`src/ddo_pkg.sv`:
```
package ddo_pkg;

    localparam int CordicSteps = 16;
    localparam int AtanEntries = 24;
    localparam int StepRuns    = (CordicSteps < AtanEntries) ? CordicSteps : AtanEntries;
    localparam int StepW       = $clog2(AtanEntries + 1);
    localparam logic [33:0] CordicGain = 34'd652032874;
    localparam logic [15:0] ResetDistance = 16'd1001;
    localparam logic [15:0] ResetTurn     = 16'd3123;
    localparam logic [15:0] SerialBits    = 16;
    localparam int BitCntW = 5;

    localparam logic RegDistance = 1'b0;
    localparam logic RegTurn     = 1'b1;

    typedef struct packed {
        logic signed [15:0] left_counts;
        logic signed [15:0] right_counts;
    } t_in_item;

    typedef struct packed {
        logic signed [31:0] pose_x;
        logic signed [31:0] pose_y;
        logic signed [15:0] heading;
        logic signed [31:0] travel;
        logic signed [15:0] turn;
    } t_out_item;

    typedef enum logic [2:0] {
        S_IDLE,
        S_MUL,
        S_ROT,
        S_POS,
        S_ADD,
        S_OUT
    } t_state;

    typedef struct packed {
        logic start;
        logic busy;
    } t_unit_ctl;

    function automatic logic [31:0] atan_at(input logic [StepW-1:0] i);
        logic [31:0] v;
        begin
            case (i)
                5'd0:  v = 32'd536870912;
                5'd1:  v = 32'd316933406;
                5'd2:  v = 32'd167458907;
                5'd3:  v = 32'd85004756;
                5'd4:  v = 32'd42667331;
                5'd5:  v = 32'd21354465;
                5'd6:  v = 32'd10679838;
                5'd7:  v = 32'd5340245;
                5'd8:  v = 32'd2670163;
                5'd9:  v = 32'd1335087;
                5'd10: v = 32'd667544;
                5'd11: v = 32'd333772;
                5'd12: v = 32'd166886;
                5'd13: v = 32'd83443;
                5'd14: v = 32'd41722;
                5'd15: v = 32'd20861;
                5'd16: v = 32'd10430;
                5'd17: v = 32'd5215;
                5'd18: v = 32'd2608;
                5'd19: v = 32'd1304;
                5'd20: v = 32'd652;
                5'd21: v = 32'd326;
                5'd22: v = 32'd163;
                5'd23: v = 32'd81;
                default: v = 32'd0;
            endcase
            return v;
        end
    endfunction

endpackage

```
`src/ddo_sermul.sv`:
```
module ddo_sermul
    import ddo_pkg::*;
(
    input  logic               i_clk,
    input  logic               i_rst_n,
    input  logic               i_start,
    input  logic signed [33:0] i_a,
    input  logic [16:0]        i_b,
    input  logic               i_b_neg,
    output logic               o_done,
    output logic signed [66:0] o_p
);
    // Shift-add multiplier: one bit of the magnitude i_b per cycle.
    logic signed [66:0] r_acc, n_acc;
    logic signed [66:0] r_a, n_a;
    logic [16:0]        r_b, n_b;
    logic               r_neg, n_neg;
    logic [BitCntW-1:0] r_cnt, n_cnt;
    logic               r_run, n_run;
    logic               r_done, n_done;

    always_comb begin
        n_acc  = r_acc;
        n_a    = r_a;
        n_b    = r_b;
        n_neg  = r_neg;
        n_cnt  = r_cnt;
        n_run  = r_run;
        n_done = 1'b0;
        if (i_start) begin
            n_acc = '0;
            n_a   = 67'(i_a);
            n_b   = i_b;
            n_neg = i_b_neg;
            n_cnt = '0;
            n_run = 1'b1;
        end else if (r_run) begin
            if (r_b[0]) begin
                n_acc = r_acc + r_a;
            end
            n_a   = r_a <<< 1;
            n_b   = r_b >> 1;
            n_cnt = r_cnt + 1'b1;
            if (r_cnt == BitCntW'(16)) begin
                n_run  = 1'b0;
                n_done = 1'b1;
                if (r_neg) begin
                    n_acc = -((r_b[0]) ? (r_acc + r_a) : r_acc);
                end
            end
        end
    end

    always_ff @(posedge i_clk) begin
        r_acc <= n_acc;
        r_a   <= n_a;
        r_b   <= n_b;
        r_neg <= n_neg;
        r_cnt <= n_cnt;
        if (!i_rst_n) begin
            r_run  <= 1'b0;
            r_done <= 1'b0;
        end else begin
            r_run  <= n_run;
            r_done <= n_done;
        end
    end

    assign o_done = r_done;
    assign o_p    = r_acc;
endmodule

```
`src/ddo_cordic.sv`:
```
module ddo_cordic
    import ddo_pkg::*;
(
    input  logic               i_clk,
    input  logic               i_rst_n,
    input  logic               i_start,
    input  logic signed [15:0] i_angle,
    output logic               o_done,
    output logic signed [33:0] o_cos,
    output logic signed [33:0] o_sin
);
    logic signed [33:0] r_x, n_x, r_y, n_y;
    logic signed [33:0] r_z, n_z;
    logic               r_flip, n_flip;
    logic [StepW-1:0]   r_i, n_i;
    logic               r_run, n_run, r_done, n_done;
    logic signed [33:0] z0;
    logic signed [33:0] xs, ys, at;

    always_comb begin
        z0 = 34'(i_angle) <<< 16;
        xs = r_x >>> r_i;
        ys = r_y >>> r_i;
        at = 34'(atan_at(r_i));
        n_x = r_x; n_y = r_y; n_z = r_z; n_flip = r_flip; n_i = r_i;
        n_run = r_run; n_done = 1'b0;
        if (i_start) begin
            n_x = CordicGain;
            n_y = '0;
            n_i = '0;
            n_run = 1'b1;
            n_flip = 1'b0;
            n_z = z0;
            if (z0 > 34'sd1073741824) begin
                n_z = z0 - 34'sd2147483648; n_flip = 1'b1;
            end else if (z0 < -34'sd1073741824) begin
                n_z = z0 + 34'sd2147483648; n_flip = 1'b1;
            end
        end else if (r_run) begin
            if (r_i == StepW'(StepRuns)) begin
                n_run = 1'b0;
                n_done = 1'b1;
                if (r_flip) begin
                    n_x = -r_x; n_y = -r_y;
                end
            end else begin
                if (!r_z[33]) begin
                    n_x = r_x - ys; n_y = r_y + xs; n_z = r_z - at;
                end else begin
                    n_x = r_x + ys; n_y = r_y - xs; n_z = r_z + at;
                end
                n_i = r_i + 1'b1;
            end
        end
    end

    always_ff @(posedge i_clk) begin
        r_x <= n_x; r_y <= n_y; r_z <= n_z; r_flip <= n_flip; r_i <= n_i;
        if (!i_rst_n) begin
            r_run <= 1'b0; r_done <= 1'b0;
        end else begin
            r_run <= n_run; r_done <= n_done;
        end
    end

    assign o_done = r_done;
    assign o_cos  = r_x;
    assign o_sin  = r_y;
endmodule

```
`src/differential_drive_odometry.sv`:
```
// Channel  Direction  Handshake                Payload
// in       input      i_valid / o_stall        t_in_item  (left, right counts)
// out      output     o_valid / i_stall        t_out_item (pose, heading, travel, turn)
// cfg      input      i_cfg_valid/o_cfg_ready  index, 16-bit data
// A request is taken only when idle. Each one runs through four shift-add multiplies
// (travel, turn, dx, dy) with the CORDIC loop between turn and dx, then a step to
// update the heading and one to load the result.
// Reset clears the pose and heading and loads the default register values.
// A result waits in the output register until taken; the next request is processed
// meanwhile, but its result holds the block busy until the first one leaves.
module differential_drive_odometry
    import ddo_pkg::*;
(
    input  logic      i_clk,
    input  logic      i_rst_n,
    input  logic      i_valid,
    output logic      o_stall,
    input  t_in_item  i_data,
    output logic      o_valid,
    input  logic      i_stall,
    output t_out_item o_data,
    input  logic      i_cfg_valid,
    output logic      o_cfg_ready,
    input  logic      i_cfg_index,
    input  logic [15:0] i_cfg_data
);
    t_state r_state, n_state;
    logic [15:0] r_cdist, r_cturn;
    logic signed [31:0] r_px, r_py;
    logic signed [15:0] r_head;
    logic signed [16:0] r_dif;
    logic signed [31:0] r_travel;
    logic signed [15:0] r_turn;
    logic [1:0]  r_phase;
    logic signed [33:0] r_cos, r_sin;
    logic        r_oval;
    t_out_item   r_out;

    logic        in_acc, mul_start, cor_start, mul_done, cor_done;
    logic signed [33:0] mul_a, cos_w, sin_w;
    logic [16:0] mul_b;
    logic        mul_neg;
    logic [1:0]  mul_sel;
    logic signed [66:0] mul_p;
    logic signed [15:0] mid;
    logic signed [15:0] turn_w;
    logic signed [16:0] in_sum;

    assign in_acc = i_valid && !o_stall;
    assign o_stall = (r_state != S_IDLE);
    assign o_cfg_ready = (r_state == S_IDLE) && !r_oval;
    assign in_sum = 17'(i_data.left_counts) + 17'(i_data.right_counts);
    assign turn_w = 16'(mul_p >>> 8);
    // The CORDIC takes its angle at the edge where the turn product is finished.
    assign mid = r_head + (turn_w >>> 1);
    assign mul_sel = (r_state == S_IDLE) ? 2'd0 : r_phase + 2'd1;

    ddo_sermul u_mul (
        .i_clk, .i_rst_n, .i_start(mul_start), .i_a(mul_a), .i_b(mul_b),
        .i_b_neg(mul_neg), .o_done(mul_done), .o_p(mul_p)
    );
    ddo_cordic u_cor (
        .i_clk, .i_rst_n, .i_start(cor_start), .i_angle(mid), .o_done(cor_done),
        .o_cos(cos_w), .o_sin(sin_w)
    );

    // Phase 0 travel, 1 turn, 2 dx, 3 dy share the multiplier.
    always_comb begin
        mul_a = '0; mul_b = '0; mul_neg = 1'b0;
        case (mul_sel)
            2'd0: begin
                mul_a = 34'(r_cdist); mul_b = in_sum[16] ? 17'(-in_sum) : 17'(in_sum);
                mul_neg = in_sum[16];
            end
            2'd1: begin
                mul_a = 34'(r_cturn); mul_b = r_dif[16] ? 17'(-r_dif) : 17'(r_dif);
                mul_neg = r_dif[16];
            end
            2'd2: begin
                mul_a = cos_w; mul_b = r_travel[31] ? 17'(-(r_travel >>> 16))
                                                    : 17'(r_travel >>> 16);
                mul_neg = 1'b0;
            end
            default: begin
                mul_a = r_sin; mul_b = r_travel[31] ? 17'(-(r_travel >>> 16))
                                                    : 17'(r_travel >>> 16);
                mul_neg = 1'b0;
            end
        endcase
    end

    always_comb begin
        n_state = r_state;
        case (r_state)
            S_IDLE: if (in_acc) n_state = S_MUL;
            S_MUL:  if (mul_done && r_phase == 2'd1) n_state = S_ROT;
            S_ROT:  if (cor_done) n_state = S_POS;
            S_POS:  if (mul_done && r_phase == 2'd3) n_state = S_ADD;
            S_ADD:  n_state = S_OUT;
            S_OUT:  if (!r_oval || !i_stall) n_state = S_IDLE;
            default: n_state = S_IDLE;
        endcase
    end

    always_comb begin
        mul_start = 1'b0;
        cor_start = 1'b0;
        case (r_state)
            S_IDLE: mul_start = in_acc;
            S_MUL:  begin
                mul_start = mul_done && r_phase == 2'd0;
                cor_start = mul_done && r_phase == 2'd1;
            end
            S_ROT:  mul_start = cor_done;
            S_POS:  mul_start = mul_done && r_phase == 2'd2;
            default: mul_start = 1'b0;
        endcase
    end

    // The serial multiplier covers the signed upper half of travel; the unsigned
    // lower 16 bits are multiplied directly and added in.
    logic signed [66:0] low_p;
    assign low_p = ((r_phase == 2'd2) ? r_cos : r_sin) * $signed({1'b0, r_travel[15:0]});

    logic signed [66:0] full_p;
    logic signed [66:0] hi_p;
    always_comb begin
        hi_p = r_travel[31] ? -mul_p : mul_p;
        full_p = (hi_p <<< 16) + low_p;
    end

    logic signed [32:0] fx, fy;
    logic signed [31:0] fsx, fsy;
    always_comb begin
        fx = 33'(r_px) + 33'(full_p >>> 30);
        fy = 33'(r_py) + 33'(full_p >>> 30);
        fsx = 32'(fx);
        fsy = 32'(fy);
        if ((full_p >>> 30) + 67'(r_px) > 67'sd2147483647) fsx = 32'h7fffffff;
        else if ((full_p >>> 30) + 67'(r_px) < -67'sd2147483648) fsx = 32'h80000000;
        if ((full_p >>> 30) + 67'(r_py) > 67'sd2147483647) fsy = 32'h7fffffff;
        else if ((full_p >>> 30) + 67'(r_py) < -67'sd2147483648) fsy = 32'h80000000;
    end

    always_ff @(posedge i_clk) begin
        if (in_acc) begin
            r_dif <= 17'(i_data.right_counts) - 17'(i_data.left_counts);
        end
        if (r_state == S_MUL && mul_done) begin
            if (r_phase == 2'd0) r_travel <= 32'(mul_p >>> 1);
            else r_turn <= turn_w;
        end
        if (cor_done) begin
            r_cos <= cos_w;
            r_sin <= sin_w;
        end
        if (r_state == S_OUT && (!r_oval || !i_stall)) begin
            r_out.pose_x  <= r_px;
            r_out.pose_y  <= r_py;
            r_out.heading <= r_head;
            r_out.travel  <= r_travel;
            r_out.turn    <= r_turn;
        end
        if (!i_rst_n) begin
            r_state <= S_IDLE;
            r_phase <= 2'd0;
            r_cdist <= ResetDistance;
            r_cturn <= ResetTurn;
            r_px <= '0; r_py <= '0; r_head <= '0;
            r_oval <= 1'b0;
        end else begin
            r_state <= n_state;
            if (i_cfg_valid && o_cfg_ready) begin
                if (i_cfg_index == RegDistance) r_cdist <= i_cfg_data;
                else r_cturn <= i_cfg_data;
            end
            if (mul_start) r_phase <= mul_sel;
            if (r_state == S_POS && mul_done) begin
                if (r_phase == 2'd2) r_px <= fsx;
                else r_py <= fsy;
            end
            if (r_state == S_ADD) r_head <= r_head + r_turn;
            if (r_state == S_OUT && (!r_oval || !i_stall)) r_oval <= 1'b1;
            else if (r_oval && !i_stall) r_oval <= 1'b0;
        end
    end

    assign o_valid = r_oval;
    always_comb begin
        o_data = r_out;
        o_data.heading = r_out.heading;
    end

`ifndef ASSERT_OFF
    a_no_input_when_busy: assert property (@(posedge i_clk) disable iff (!i_rst_n)
        (r_state != S_IDLE) |-> o_stall) else $error("input taken while busy");
    a_units_exclusive: assert property (@(posedge i_clk) disable iff (!i_rst_n)
        !(mul_done && cor_done)) else $error("multiplier and cordic finish together");
    a_out_holds: assert property (@(posedge i_clk) disable iff (!i_rst_n)
        (o_valid && i_stall) |=> $stable(o_data)) else $error("stalled result changed");
`endif
endmodule
```
`config.mk`:
```
export PLATFORM = sky130hd
export DESIGN_NAME = differential_drive_odometry
export DESIGN_NICKNAME = d
export VERILOG_FILES = /design/src/ddo_pkg.sv /design/src/ddo_sermul.sv /design/src/ddo_cordic.sv /design/src/differential_drive_odometry.sv
export SDC_FILE = /design/constraint.sdc
export NUM_CORES = 2
export LEC_CHECK = 0
export BUFFER_PORTS_ARGS = -buffer_cell sky130_fd_sc_hd__buf_4
export CAP_MARGIN = 20
export CORE_ASPECT_RATIO = 0.75
export CORE_UTILIZATION = 30
export CTS_CLUSTER_SIZE = 12
export DETAILED_ROUTE_END_ITERATION = 12
export PLACE_DENSITY = 0.5
export SLEW_MARGIN = 30
export SYNTH_ARGS = -nofsm -noshare
export SYNTH_HDL_FRONTEND = slang
export SYNTH_SLANG_ARGS = --single-unit
```
`constraint.sdc`:
```
create_clock -name i_clk -period 10.98 [get_ports i_clk]
set_input_delay 2.196 -clock i_clk [delete_from_list [all_inputs] [get_ports i_clk]]
set_output_delay 2.196 -clock i_clk [all_outputs]
set_load 0.005 [all_outputs]
```
==> summary.md <==
| Metric | Value |
|---|---|
| Status | `complete, no violations` |
| Vias in the first global route | `57900` |
| Total Routing Usage GR | `19.5%` |
| Post-synth EDFFs | `365` |
| Crit end category | `flop` |
| CTS sink cnt | `646` |
| Core area | `236000 µm²` |
| Vias | `60200` |
| Post-Syn Area | `71600 µm²` |
| Yosys warns | `0` |
| DR vias/cell | `5.21` |
| Total Neg Setup Slack | `0 ns` |
| Worst min-delay path class | `flop to flop` |
| Initial antenna violation count | `18` |
| Post-layout min period | `10.95 ns` |
| Final wirelength | `243000 µm` |
| Buffers on Ports | `184` |
| Routed wire length per instance | `21.0 µm` |
| Post-DP HPWL | `190000 µm` |
| MaxCap Viol Count | `0` |
| Peak supply drop | `0.000227 V` |
| Largest family of logic cells by synthesized area | `adder cells` |
| Synthesized instance count | `7970` |
| Power per cell area | `150 nW/µm²` |
| Initial DRC count | `5040` |
| Tot Pwr | `12600 µW` |
| Hold buffer count at CTS | `0` |
| Largest net degree at the start of global routing | `81` |
| RSZ-0062 raised after global routing | `true` |
| DRC viols | `0` |
| Clock skew | `0.0846 ns` |
| Layout cells sized above 1 | `15.2%` |
| CP Class | `flop to flop` |
| Clk Latency, worst-skew pair | `0.74 ns` |
| Root Driver | `clkbuf_16` |
| Final Hold Viols | `0` |
| Seq cells post-synth | `646` |
| Fraction of synthesized area in multiplexers | `5.35%` |
| Largest stage delay, worst path | `0.58 ns` |
| Crit-path max FO | `8` |
| Max-slew headroom | `27.9%` |
| # rows | `154` |
| Compound-Gate Fraction of Synth Area | `16.8%` |
| Leak pwr | `0.0365 µW` |
| Simple-gate share of the synthesized area | `16.0%` |
| Slew @ Worst Pin | `1.07 ns` |
| Die area | `241000 µm²` |
| Layout filler cell count | `23900` |
| Final setup viols | `0` |
| Clock-pin slew on the worst setup and hold paths | `0.06 ns` |
| Htree depth | `3` |
| DIE HEIGHT | `425 µm` |
| Most used DFF post-synth | `edfxtp_1` |
| Ys async rst share | `0%` |
| Max Fclk | `91.4 MHz` |
| Mapped Nets | `9140` |
| Period utilization | `99.7%` |
| Starting density of the core | `30.4%` |
| CTS tree | `done` |
| Final Max Slew Viols | `0` |
| Sequential cell area fraction in the yosys report | `23.2%` |
| Die Wd | `566 µm` |
| Synth Area in XOR/XNOR | `5.61%` |
| CTS buffer count | `80` |
| Nets | `9533` |
| Syn Area/Cell | `8.99 µm²` |
| Gr ovfl total | `0` |
| Synth Area in Adders | `26.3%` |
| # IOs | `185` |
| First-pass GRT wire length | `364000 µm` |
| WP data arrival | `11.57 ns` |
| Final Wtd Congestion | `0.936` |
| Drt pass-1 iters | `8` |
| Worst path required time | `11.60 ns` |
| Synth-to-layout area growth | `16.9%` |
| Critical-path cell with the highest stage delay | `fa_1` |
| Post-synthesis cell type count | `108` |
| Critical Path Source Type | `flop` |
| Crit path top cell by count | `fa_1` |
| Antenna-violating nets left | `0` |
| CTS Buffer Depth | `3` |
| Fin util | `35.5%` |
==> stage by stage <==
step / setup slack [ns] / hold WS (ns) / area, µm² / instances
floorplan: 0.0117 / 0.424 / 71700 / 7970
global route: -0.269 / 0.480 / 83700 / 11600
finish: 0.0338 / 0.466 / 83700 / 11600
global placement: -0.334 / 0.450 / 79200 / 11300
detailed placement: -0.496 / 0.457 / 79300 / 11300
CTS: -0.00137 / 0.468 / 82400 / 11500
==> cells by family (layout without fill, tap and decap cells) <==
kind of cell / count (synthesis) / after routing
and+or+nand+nor: 2365 / 2365
AOI/OAI and AO/OA: 1863 / 1863
buffers and inverters: 1257 / 1715
adders and majority gates: 1116 / 1116
DFF: 646 / 646
xor gates and xnor gates: 459 / 459
muxes: 264 / 266
other: 0 / 4
==> state kept, by name, indices dropped and copies added, names as in the netlist, 32 cells and up <==
name         cells
o_data         128
r_cos           34
r_px            32
r_py            32
r_sin           34
r_travel        32
u_cor.o_cos     34
u_cor.o_sin     34
u_cor.r_z       34
u_mul.o_p       51
u_mul.r_a       51
==> cell usage after synthesis (all sizes together), types with 84 or more instances <==
master    n  area [µm²]
edfxtp  365       11000
fa      653       13100
clkbuf  333        1250
and2    306        1910
inv     851        3190
nand2   800        3000
xnor2   285        2500
nor3    147         778
nor2    523        1960
xor2    174        1520
a21oi   496        2480
mux4     84        1920
a21o    183        1370
dfxtp   281        5630
mux2i   103        1040
nand3   115         586
o21ai   439        2210
ha      463        5790
==> power breakdown <==
group	internal [µW]	leakage [µW]	switching (µW)
Clock	1570	0.00132	1220
Combinational	3300	0.0297	3770
Sequential	2640	0.00552	91.6
==> layout make-up <==
| type | instances | area [µm²] | area share (%) |
|---|---|---|---|
| antenna | 4 | 10.0 | 0.0120 |
| clock buffer | 109 | 2250 | 2.69 |
| clock inverter | 40 | 492 | 0.587 |
| inverter | 858 | 3230 | 3.85 |
| multi-input combinational | 6069 | 51400 | 61.4 |
| sequential | 646 | 16600 | 19.8 |
| tap | 3120 | 3900 | 4.66 |
| timing repair buffer | 708 | 5840 | 6.98 |
==> metal layers <==
metal  vias to the layer above  routed length [µm]  track usage (%)
met5                         -                 212            0.549
met3                       179               17400             3.41
li1                      28400                   -                -
met1                     29800              122000             30.0
met2                      1853              100000             28.6
met4                         6                3260             3.01
==> path summary, 6_finish.rpt <==
kind                                  start          end  slack, ns  cells after the start
worst max-delay path             r_phase[0]     r_px[19]       0.03                     47
worst min-delay path            r_cturn[12]  r_cturn[12]       0.47                      2
worst max register to register   r_phase[0]     r_px[19]       0.03                     47
worst min register to register  r_cturn[12]  r_cturn[12]       0.47                      2
==> layout by cell type (no fill, tap or decap), types with 183 or more instances in the layout <==
cell type / n
inv_1: 836
xnor2_1: 278
a21oi_1: 479
edfxtp_1: 365
and2_1: 294
fa_1: 636
nor2_1: 509
dfxtp_1: 272
ha_1: 452
a21o_1: 183
buf_4: 656
nand2_1: 795
o21ai_0: 411
==> what timing repair did <==
item / CTS / global route
cloned: 2 / 9
setup endpoints to repair: 62 / 63
pin swaps: 17 / 136
resized for setup: 57 / 200
setup buffers: 9 / 46
==> critical path, delay by kind of cell (launching register included) <==
kind	cells	cell delay (ns)
fa+ha+maj	9	3.82
compound gates	19	3.70
mux	1	0.35
simple gates	6	1.08
flops	1	0.33
buf+inv	11	1.26
xor+xnor	1	0.26
(Power assumes the default switching activity.)
